File: src/ppt_pkg.sv
`timescale 1ns / 1ps
// Shared types and constants for the palindromic prime test block.
package ppt_pkg;

    localparam int DIGIT_W       = 4;
    localparam int DABBLE_LIMIT  = 5;
    localparam int DABBLE_ADD    = 3;
    localparam int FIRST_DIVISOR = 2;
    localparam int ECHO_W        = 32;

    typedef struct packed {
        logic done;
        logic result;
    } unit_status_t;

endpackage

File: src/ppt_pal_check.sv
`timescale 1ns / 1ps
// Decimal palindrome check: serial binary to BCD conversion and digit-serial compare.
module ppt_pal_check #(
    parameter int VALUE_WIDTH = 32
) (
    input  logic                   clk,
    input  logic                   rst_n,
    input  logic                   start,
    input  logic [VALUE_WIDTH-1:0] number,
    output ppt_pkg::unit_status_t  status
);

    localparam int NUM_DIGITS = ((VALUE_WIDTH * 1233) >> 12) + 1;
    localparam int BCD_W      = NUM_DIGITS * ppt_pkg::DIGIT_W;
    localparam int CNT_W      = $clog2(NUM_DIGITS + 1);
    localparam int BIT_W      = $clog2(VALUE_WIDTH + 1);

    typedef enum logic [2:0] {
        P_IDLE,
        P_CONVERT,
        P_NORM,
        P_COMPARE,
        P_DONE
    } pal_state_t;

    pal_state_t                   state_reg;
    logic [VALUE_WIDTH-1:0]       shift_reg;
    logic [BCD_W-1:0]             bcd_reg;
    logic [BCD_W-1:0]             norm_reg;
    logic [BIT_W-1:0]             bit_cnt_reg;
    logic [CNT_W-1:0]             digit_cnt_reg;
    logic                         match_reg;

    logic [BCD_W-1:0]             adjusted;
    logic [BCD_W-1:0]             bcd_shifted;
    logic [ppt_pkg::DIGIT_W-1:0]  norm_top;
    logic [ppt_pkg::DIGIT_W-1:0]  orig_low;

    always_comb
    begin
        logic [ppt_pkg::DIGIT_W-1:0] digit;
        digit = '0;
        for (int i = 0; i < NUM_DIGITS; i++)
        begin
            digit = bcd_reg[i*ppt_pkg::DIGIT_W +: ppt_pkg::DIGIT_W];
            if (digit >= ppt_pkg::DIGIT_W'(ppt_pkg::DABBLE_LIMIT))
            begin
                digit = digit + ppt_pkg::DIGIT_W'(ppt_pkg::DABBLE_ADD);
            end
            adjusted[i*ppt_pkg::DIGIT_W +: ppt_pkg::DIGIT_W] = digit;
        end
    end

    assign bcd_shifted = {adjusted[BCD_W-2:0], shift_reg[VALUE_WIDTH-1]};
    assign norm_top    = norm_reg[BCD_W-1 -: ppt_pkg::DIGIT_W];
    assign orig_low    = bcd_reg[ppt_pkg::DIGIT_W-1:0];

    always_ff @(posedge clk or negedge rst_n)
    begin
        if (!rst_n)
        begin
            state_reg <= P_IDLE;
            match_reg <= 1'b0;
        end
        else
        begin
            unique case (state_reg)
                P_IDLE, P_DONE:
                begin
                    if (start)
                    begin
                        shift_reg   <= number;
                        bcd_reg     <= '0;
                        bit_cnt_reg <= BIT_W'(VALUE_WIDTH);
                        state_reg   <= P_CONVERT;
                    end
                end
                P_CONVERT:
                begin
                    bcd_reg     <= bcd_shifted;
                    shift_reg   <= shift_reg << 1;
                    bit_cnt_reg <= bit_cnt_reg - BIT_W'(1);
                    if (bit_cnt_reg == BIT_W'(1))
                    begin
                        norm_reg      <= bcd_shifted;
                        digit_cnt_reg <= CNT_W'(NUM_DIGITS);
                        state_reg     <= P_NORM;
                    end
                end
                P_NORM:
                begin
                    if (norm_top == '0 && digit_cnt_reg != CNT_W'(1))
                    begin
                        norm_reg      <= norm_reg << ppt_pkg::DIGIT_W;
                        digit_cnt_reg <= digit_cnt_reg - CNT_W'(1);
                    end
                    else
                    begin
                        match_reg <= 1'b1;
                        state_reg <= P_COMPARE;
                    end
                end
                P_COMPARE:
                begin
                    if (norm_top != orig_low)
                    begin
                        match_reg <= 1'b0;
                    end
                    norm_reg      <= norm_reg << ppt_pkg::DIGIT_W;
                    bcd_reg       <= bcd_reg >> ppt_pkg::DIGIT_W;
                    digit_cnt_reg <= digit_cnt_reg - CNT_W'(1);
                    if (digit_cnt_reg == CNT_W'(1))
                    begin
                        state_reg <= P_DONE;
                    end
                end
                default:
                begin
                    state_reg <= P_IDLE;
                end
            endcase
        end
    end

    assign status.done   = (state_reg == P_DONE);
    assign status.result = match_reg;

endmodule

File: src/ppt_trial_div.sv
`timescale 1ns / 1ps
// Primality check by trial division with a bit-serial restoring divider.
module ppt_trial_div #(
    parameter int VALUE_WIDTH = 32
) (
    input  logic                   clk,
    input  logic                   rst_n,
    input  logic                   start,
    input  logic [VALUE_WIDTH-1:0] number,
    output ppt_pkg::unit_status_t  status
);

    localparam int BIT_W = $clog2(VALUE_WIDTH + 1);

    typedef enum logic [1:0] {
        T_IDLE,
        T_DIVIDE,
        T_CHECK,
        T_DONE
    } div_state_t;

    div_state_t             state_reg;
    logic [VALUE_WIDTH-1:0] n_reg;
    logic [VALUE_WIDTH-1:0] div_reg;
    logic [VALUE_WIDTH-1:0] rem_reg;
    logic [VALUE_WIDTH-1:0] quo_reg;
    logic [BIT_W-1:0]       bit_cnt_reg;
    logic                   prime_reg;

    logic [VALUE_WIDTH:0]   trial;
    logic [VALUE_WIDTH:0]   diff;
    logic                   fits;

    assign trial = {rem_reg, quo_reg[VALUE_WIDTH-1]};
    assign diff  = trial - {1'b0, div_reg};
    assign fits  = (trial >= {1'b0, div_reg});

    always_ff @(posedge clk or negedge rst_n)
    begin
        if (!rst_n)
        begin
            state_reg <= T_IDLE;
            prime_reg <= 1'b0;
        end
        else
        begin
            unique case (state_reg)
                T_IDLE, T_DONE:
                begin
                    if (start)
                    begin
                        if (number < VALUE_WIDTH'(ppt_pkg::FIRST_DIVISOR))
                        begin
                            prime_reg <= 1'b0;
                            state_reg <= T_DONE;
                        end
                        else
                        begin
                            n_reg       <= number;
                            quo_reg     <= number;
                            rem_reg     <= '0;
                            div_reg     <= VALUE_WIDTH'(ppt_pkg::FIRST_DIVISOR);
                            bit_cnt_reg <= BIT_W'(VALUE_WIDTH);
                            state_reg   <= T_DIVIDE;
                        end
                    end
                end
                T_DIVIDE:
                begin
                    rem_reg     <= fits ? diff[VALUE_WIDTH-1:0] : trial[VALUE_WIDTH-1:0];
                    quo_reg     <= {quo_reg[VALUE_WIDTH-2:0], fits};
                    bit_cnt_reg <= bit_cnt_reg - BIT_W'(1);
                    if (bit_cnt_reg == BIT_W'(1))
                    begin
                        state_reg <= T_CHECK;
                    end
                end
                T_CHECK:
                begin
                    priority if (div_reg > quo_reg)
                    begin
                        prime_reg <= 1'b1;
                        state_reg <= T_DONE;
                    end
                    else if (rem_reg == '0)
                    begin
                        prime_reg <= 1'b0;
                        state_reg <= T_DONE;
                    end
                    else
                    begin
                        div_reg     <= div_reg + VALUE_WIDTH'(1);
                        quo_reg     <= n_reg;
                        rem_reg     <= '0;
                        bit_cnt_reg <= BIT_W'(VALUE_WIDTH);
                        state_reg   <= T_DIVIDE;
                    end
                end
                default:
                begin
                    state_reg <= T_IDLE;
                end
            endcase
        end
    end

    assign status.done   = (state_reg == T_DONE);
    assign status.result = prime_reg;

endmodule

File: src/palindromic_prime_test_top.sv
`timescale 1ns / 1ps
// Top level of the palindromic prime test: handshakes, result register and the two check units.
//
//  Channel   Signals                                     Direction  Word
//  cand      cand_valid, cand_ready, candidate           in         one number to test
//  result    result_valid, result_ready, number_echo,    out        one verdict per number
//            is_palindrome, is_prime, is_palindromic_prime
//
// The palindrome check works by serial BCD conversion and compare. The prime check runs each
// trial divisor through the bit-serial divider, up to about 2^(VALUE_WIDTH/2) divisors.
// Both checks run side by side; one word is in work at a time.
// A new word is accepted once the previous verdict sits in the result register, even if stalled.
// Reset is asynchronous, active low, and needs no clearing pass.
module palindromic_prime_test_top #(
    parameter int VALUE_WIDTH = 32
) (
    input  logic                          clk,
    input  logic                          rst_n,
    input  logic                          cand_valid,
    output logic                          cand_ready,
    input  logic [VALUE_WIDTH-1:0]        candidate,
    output logic                          result_valid,
    input  logic                          result_ready,
    output logic [ppt_pkg::ECHO_W-1:0]    number_echo,
    output logic                          is_palindrome,
    output logic                          is_prime,
    output logic                          is_palindromic_prime
);

    logic                          busy_reg;
    logic [VALUE_WIDTH-1:0]        number_reg;
    logic                          result_valid_reg;
    logic [ppt_pkg::ECHO_W-1:0]    echo_reg;
    logic                          pal_reg;
    logic                          prime_reg;
    logic                          both_reg;

    logic                          start;
    logic                          finish;
    logic [ppt_pkg::ECHO_W-1:0]    echo_value;
    ppt_pkg::unit_status_t         pal_status;
    ppt_pkg::unit_status_t         prime_status;

    assign cand_ready = !busy_reg;
    assign start      = cand_valid && cand_ready;
    assign finish     = busy_reg && pal_status.done && prime_status.done
                        && (!result_valid_reg || result_ready);

    generate
        if (VALUE_WIDTH >= ppt_pkg::ECHO_W)
        begin : g_echo_trunc
            assign echo_value = number_reg[ppt_pkg::ECHO_W-1:0];
        end
        else
        begin : g_echo_ext
            assign echo_value = {{(ppt_pkg::ECHO_W - VALUE_WIDTH){1'b0}}, number_reg};
        end
    endgenerate

    ppt_pal_check #(
        .VALUE_WIDTH (VALUE_WIDTH)
    ) u_pal (
        .clk    (clk),
        .rst_n  (rst_n),
        .start  (start),
        .number (candidate),
        .status (pal_status)
    );

    ppt_trial_div #(
        .VALUE_WIDTH (VALUE_WIDTH)
    ) u_prime (
        .clk    (clk),
        .rst_n  (rst_n),
        .start  (start),
        .number (candidate),
        .status (prime_status)
    );

    always_ff @(posedge clk or negedge rst_n)
    begin
        if (!rst_n)
        begin
            busy_reg         <= 1'b0;
            result_valid_reg <= 1'b0;
        end
        else
        begin
            if (start)
            begin
                busy_reg   <= 1'b1;
                number_reg <= candidate;
            end
            priority if (finish)
            begin
                busy_reg         <= 1'b0;
                result_valid_reg <= 1'b1;
                echo_reg         <= echo_value;
                pal_reg          <= pal_status.result;
                prime_reg        <= prime_status.result;
                both_reg         <= pal_status.result && prime_status.result;
            end
            else if (result_ready)
            begin
                result_valid_reg <= 1'b0;
            end
        end
    end

    assign result_valid         = result_valid_reg;
    assign number_echo          = echo_reg;
    assign is_palindrome        = pal_reg;
    assign is_prime             = prime_reg;
    assign is_palindromic_prime = both_reg;

    a_busy_after_accept: assert property (@(posedge clk) disable iff (!rst_n)
        start |=> !cand_ready)
        else $error("input still ready after a word was accepted");

    a_result_from_work: assert property (@(posedge clk) disable iff (!rst_n)
        $rose(result_valid) |-> $past(busy_reg))
        else $error("result appeared without a word in work");

    a_both_flag: assert property (@(posedge clk) disable iff (!rst_n)
        result_valid |-> (is_palindromic_prime == (is_palindrome && is_prime)))
        else $error("combined flag disagrees with the two checks");

endmodule

File: config.mk
export PLATFORM = sky130hd
export DESIGN_NAME = palindromic_prime_test_top
export DESIGN_NICKNAME = d
export VERILOG_FILES = /design/src/ppt_pkg.sv /design/src/ppt_pal_check.sv /design/src/ppt_trial_div.sv /design/src/palindromic_prime_test_top.sv
export SDC_FILE = /design/constraint.sdc
export NUM_CORES = 1
export LEC_CHECK = 0
export BUFFER_PORTS_ARGS = -buffer_cell sky130_fd_sc_hd__buf_2
export CAP_MARGIN = 10
export CORE_MARGIN = 2
export CORE_UTILIZATION = 65
export CTS_CLUSTER_SIZE = 25
export DETAILED_ROUTE_END_ITERATION = 12
export GPL_TIMING_DRIVEN = 0
export PLACE_DENSITY = 0.83
export SKIP_LAST_GASP = 1
export SYNTH_ARGS = -nofsm -noshare
export SYNTH_HDL_FRONTEND = slang
export SYNTH_HIERARCHICAL = 1
export SYNTH_SLANG_ARGS = --single-unit
File: constraint.sdc
create_clock -name clk -period 13.7 [get_ports clk]
set_input_delay 1.37 -clock clk [delete_from_list [all_inputs] [get_ports clk]]
set_output_delay 1.37 -clock clk [all_outputs]
set_load 0.01 [all_outputs]
---- Yosys cells after proc, flatten, opt, wreduce, memory -nomap -nowiden ----
Cells that the tools add are included.
storage, ports and cells
  register bits after elaboration ......... 332
  input bits .............................. 36
  output and inout port bits .............. 37
  word-level logic and storage cells ...... 175
operators by class
  add/sub/neg operators ................... 15
  magnitude comparators ................... 13
  eq/ne operators ......................... 25
  mux-type cells .......................... 66
  bitwise operators ....................... 1
  reductions and logical operators ........ 34
operator list
  kind                     count
  $mux W32                 14
  $pmux W40 S3             2
  $pmux W32 S3             2
  $pmux W32 S2             2
  $mux W40                 3
  $mux W4                  11
  $ge A4 B3 Y1 const B     10
  $add A4 B2 Y4 const B    9
  $ge A33 B32 Y1           1
  $add A32 B1 Y32 const B  1
  $gt A32 B32 Y1           1
  $logic_not A32 Y1        1
  $lt A32 B2 Y1 const B    1
  $sub A32 B32 Y32         1
  $mux W6                  5
  $pmux W6 S3              1
  $reduce_and A4 Y1        4
  $mux W3                  5
  $eq A6 B1 Y1 const B     2
  $ne A2 B1 Y1 const B     6
  $ne A2 B2 Y1 const B     6
  $pmux W3 S4              1
  $pmux W4 S3              1
  $pmux W6 S2              1
  other kinds (30)         63

---- Logic depth before layout (Yosys ltp) ----
  word-level depth ........................ 5
  gate-level depth with buffers ........... 14
  mapped depth without buffers ............ 12

---- Hierarchy ----
The synthesis kept the hierarchy.
by module, submodules not included
  module                      instances  cells an instance  area an instance (um^2)  sequential area each (um^2)
  ppt_trial_div               1          909                9,069.9                  4,098.9
  ppt_pal_check               1          491                6,216.0                  3,763.6
  palindromic_prime_test_top  1          80                 2,135.8                  2,062.0

---- Least setup slack after synthesis ----
OpenSTA, ideal clock, no wires.
  kind .................................... flip-flop to flip-flop
  from .................................... register u_prime.div_reg[1]
  to ...................................... register u_prime.bit_cnt_reg[0], enable pin
  setup time .............................. 0.507 ns
  data arrival time ....................... 5.106 ns
  required time ........................... 13.193 ns
  slack ................................... 8.087 ns
  stages on the path, launching flop included .. 11
  buffers on the path ..................... 0
  period minus slack after synthesis ...... 5.613 ns
  cells stage by stage .................... edfxtp_1 -> ha_1 -> nor2b_1 -> o21a_1 -> o21ai_0 -> a21oi_1 -> o31a_1 -> o21ai_0 -> a32oi_1 -> o21ai_0 -> nor2b_1
between the ends
  longest elaborated chain between the ends .. 3
RTL lines
  what                                RTL line             RTL
  start: declaration                  ppt_trial_div.sv:24  logic [VALUE_WIDTH-1:0] div_reg;
  start signal: assignment            ppt_trial_div.sv:62  div_reg <= VALUE_WIDTH'(ppt_pkg::FIRST_DIVISOR);
  start signal: assignment            ppt_trial_div.sv:92  div_reg <= div_reg + VALUE_WIDTH'(1);
  $gt A32 B32 Y1                      ppt_trial_div.sv:80  priority if (div_reg > quo_reg)
  $ne A2 B2 Y1 (no source line)       --
  $reduce_and A5 Y1 (no source line)  --
  end signal: assignment              ppt_trial_div.sv:63  bit_cnt_reg <= BIT_W'(VALUE_WIDTH);
  end signal: assignment              ppt_trial_div.sv:72  bit_cnt_reg <= bit_cnt_reg - BIT_W'(1);
  end signal: assignment              ppt_trial_div.sv:95  bit_cnt_reg <= BIT_W'(VALUE_WIDTH);
  end: declaration                    ppt_trial_div.sv:27  logic [BIT_W-1:0] bit_cnt_reg;
No other way between the ends.
A chain may end at the register's enable or synchronous reset.

---- Worst setup path in the final report ----
  from .................................... register u_prime.div_reg[2]
  to ...................................... register u_prime.rem_reg[26], data pin
between the ends
  longest elaborated chain between the ends .. 3
  elaborated cells on any way between the ends .. 4
  those cells by class .................... 1 x add/sub; 1 x order compare; 2 x mux
RTL lines
  what                                                       RTL line                                  RTL
  $sub A32 B32 Y32 / $ge A33 B32 Y1 (equally long branches)  ppt_trial_div.sv:35, ppt_trial_div.sv:36
  $mux W32 (*)                                               ppt_trial_div.sv:70                       rem_reg <= fits ? diff[VALUE_WIDTH-1:0] : trial[VALUE_WIDTH-1:0];
  $pmux W32 S3 (*)                                           ppt_trial_div.sv:47                       unique case (state_reg)
  end signal: assignment                                     ppt_trial_div.sv:70
  end: declaration                                           ppt_trial_div.sv:25                       logic [VALUE_WIDTH-1:0] rem_reg;
Every way passes the cells marked *; elsewhere a longest branch is shown, timed or not.

==> metrics.txt <==
CTS Sinks 332; post-route antenna net violation count 0; data arrival time of the worst path 4.01 ns; CTS tree done; placed insts 1,901; CP max FO 10; crit path kind reg2reg; Avg WL per Cell 21.7 um; largest net degree at the start of global routing 33; Net Count, Synth 1,612; clock-pin slew on the worst setup and hold paths 0.07 ns; final WL 42,600 um; Mapped Area 0.0174 mm2; final non-filler cell total 1,964; crit end category flop; ys async rst share 2.71%; chip height 168 um; largest family of logic cells by synthesized area simple AND/OR/NAND/NOR gates; number of synthesized flops with an enable pin 323; crit path time final 3.76 ns; Clock Path Buffers 3; antenna violations before repair 0; Die W 168 um; Vias/cell 6.42; Synth Area in Adders 6.94%; GRT Overall Usage 30.4%; setup bufs post-CTS 0; DR pass1 iterations 6; Core Area 0.0262 mm2; total gr overflow 0; startpoint types flop; Final Setup Violations 0; complex-gate fraction of the synthesized area 11.5%; Die Area 0.0281 mm2; CTS resizes 0; Layout area overhead 12.5%; # nets final 1,736; First DRT Iteration DRCs 1,501; ys flop type edfxtp_1; Max VDD drop 0.197 mV; measured slew at the worst slew-check pin 1.05 ns; PortBufs 72; post-synthesis register bit count 332; P_leak 7.47 nW; Final Slew Violations 0; final core utilization 74.8%; Worst-Skew Late Latency 0.55 ns; Boundary Pins 73; DP HPWL 29,300 um; Synth Area in XOR/XNOR 3.67%; Seq/Total Area, Yosys 57.0%; ANT cells 0; Synth Instances 1,480; H-tree depth 2; CTS Buf Count 36; vias in the first global route 12,600; Synth Warn # 6; Final Wtd Congestion 0.916; RSZ-0062 raised after global routing false; Cell variety after synth 79; Root Driver clkbuf_16; CTS Hold Buffers Added 0; clock skew 0.0340 ns; fmax 266 MHz; vias 12,600; Slew HR 29.6%; fraction of layout cells with a size suffix above 1 13.0%; Setup TNS Final 0 ns; Final WS setup 9.94 ns; Required @ worst endpoint 13.96 ns; DRC 0; pwr dens 268 mW/mm2; outcome finished clean; Tot Pwr 5.26 mW; Post-Place Setup Slack 10.0 ns; Max Cap Violations 0; Post-Synth Simple-Gate Area 12.0%; post-synthesis mux area share 4.84%; site row count 59; first-pass GRT wire length 66,900 um; Final Cycle Share 27.4%; Initial Utilization 66.5%; worst hold-check path type reg2reg; Synth Area per Inst 11.8 um2; Hold Vio Cnt, Final 0
synthesized netlist by cell type, types with 4 or more instances:
master	instances	area (um2)
a211oi_1	4	30.0
a21boi_0	8	60.1
a21o_1	22	165
a21oi_1	90	450
a22o_1	12	105
a22oi_1	31	233
a31oi_1	9	56.3
and2_1	32	200
and3_1	8	50.1
buf_1	4	15.0
buf_2	12	60.1
buf_4	5	37.5
clkbuf_1	33	124
dfrtp_1	9	225
edfxtp_1	323	9700
ha_1	95	1190
inv_1	108	405
mux2_2	40	450
mux2i_1	37	370
nand2_1	107	402
nand2b_1	17	106
nand3_1	23	115
nand4_1	21	131
nor2_1	100	375
nor2b_1	13	81.3
nor3_1	18	90.1
nor3b_1	25	188
nor4_1	22	138
o21a_1	8	60.1
o21ai_0	80	400
o21ai_1	6	30.0
o21bai_1	4	30.0
o22ai_1	17	106
or3_1	7	43.8
xnor2_1	55	482
xor2_1	18	158
per-layer routing:
metal	vias to the layer above	part of all wire, %	track usage, %
met5	-	0	0
met4	0	3.1	12.4
met3	109	9.1	5.01
met2	710	48	49.6
met1	6084	40	41.0
li1	5708	-	-
worst max-delay path, cell delays in order (launching register included):
cell and delay [ns]:
edfxtp_1 0.36, clkbuf_1 0.30, inv_1 0.10, ha_1 0.27, or2_1 0.26, o22ai_1 0.28, o21ai_1 0.22, a311o_1 0.39
nand2_2 0.13, a21oi_2 0.08, a2111oi_4 0.39, buf_6 0.24, buf_6 0.17, mux2i_1 0.19, nor2_1 0.07
stage by stage:
step | hold WS, ns | area, um2
finish | 0.407 | 19600
global route | 0.405 | 19600
CTS | 0.412 | 19600
detailed placement | 0.405 | 18500
global placement | 0.401 | 18200
floorplan | 0.400 | 17400
cells by family (layout without fill, tap and decap cells):
family          after synthesis  in the layout
xor+xnor                     73             73
fa+ha+maj                    96             96
flops                       332            332
simple gates                412            412
compound gates              320            320
buf+inv                     168            317
mux                          79             79
cell usage in the layout (no fill, tap or decap), types with 40 or more instances in the layout:
cell type    n
nor2_1     100
clkbuf_1    44
o21ai_0     80
nand2_1    107
a21oi_1     90
xnor2_1     55
inv_1      108
edfxtp_1   323
ha_1        95
buf_2       84
mux2_2      40
area by class of cell:
cell class                 count  area (um2)
fill                        1613        6610
buffer                        58         299
multi-input combinational    980        6820
clock inverter                15         176
inverter                     110         413
sequential                   332        9920
timing repair buffer          86         579
tap                          335         419
clock buffer                  48         967
path summary, 6_finish.rpt:
check,cells past startpoint,to,slack (ns),from
max,14,u_prime/rem_reg[26],9.94,u_prime/div_reg[2]
min,0,number_echo[26],0.41,echo_value[26]
max reg2reg,14,u_prime/rem_reg[26],9.94,u_prime/div_reg[2]
min reg2reg,0,number_echo[26],0.41,echo_value[26]
max in group asynchronous,1,u_prime/prime_reg,12.70,rst_n
min in group asynchronous,1,busy_reg,0.72,rst_n
power by group:
part	total, mW	switching (mW)	internal [mW]
registers	1.85	0.237	1.61
logic	2.46	1.47	0.991
clock network	0.947	0.406	0.541
total	5.26	2.12	3.14
Power figures use the tool's default switching activity.
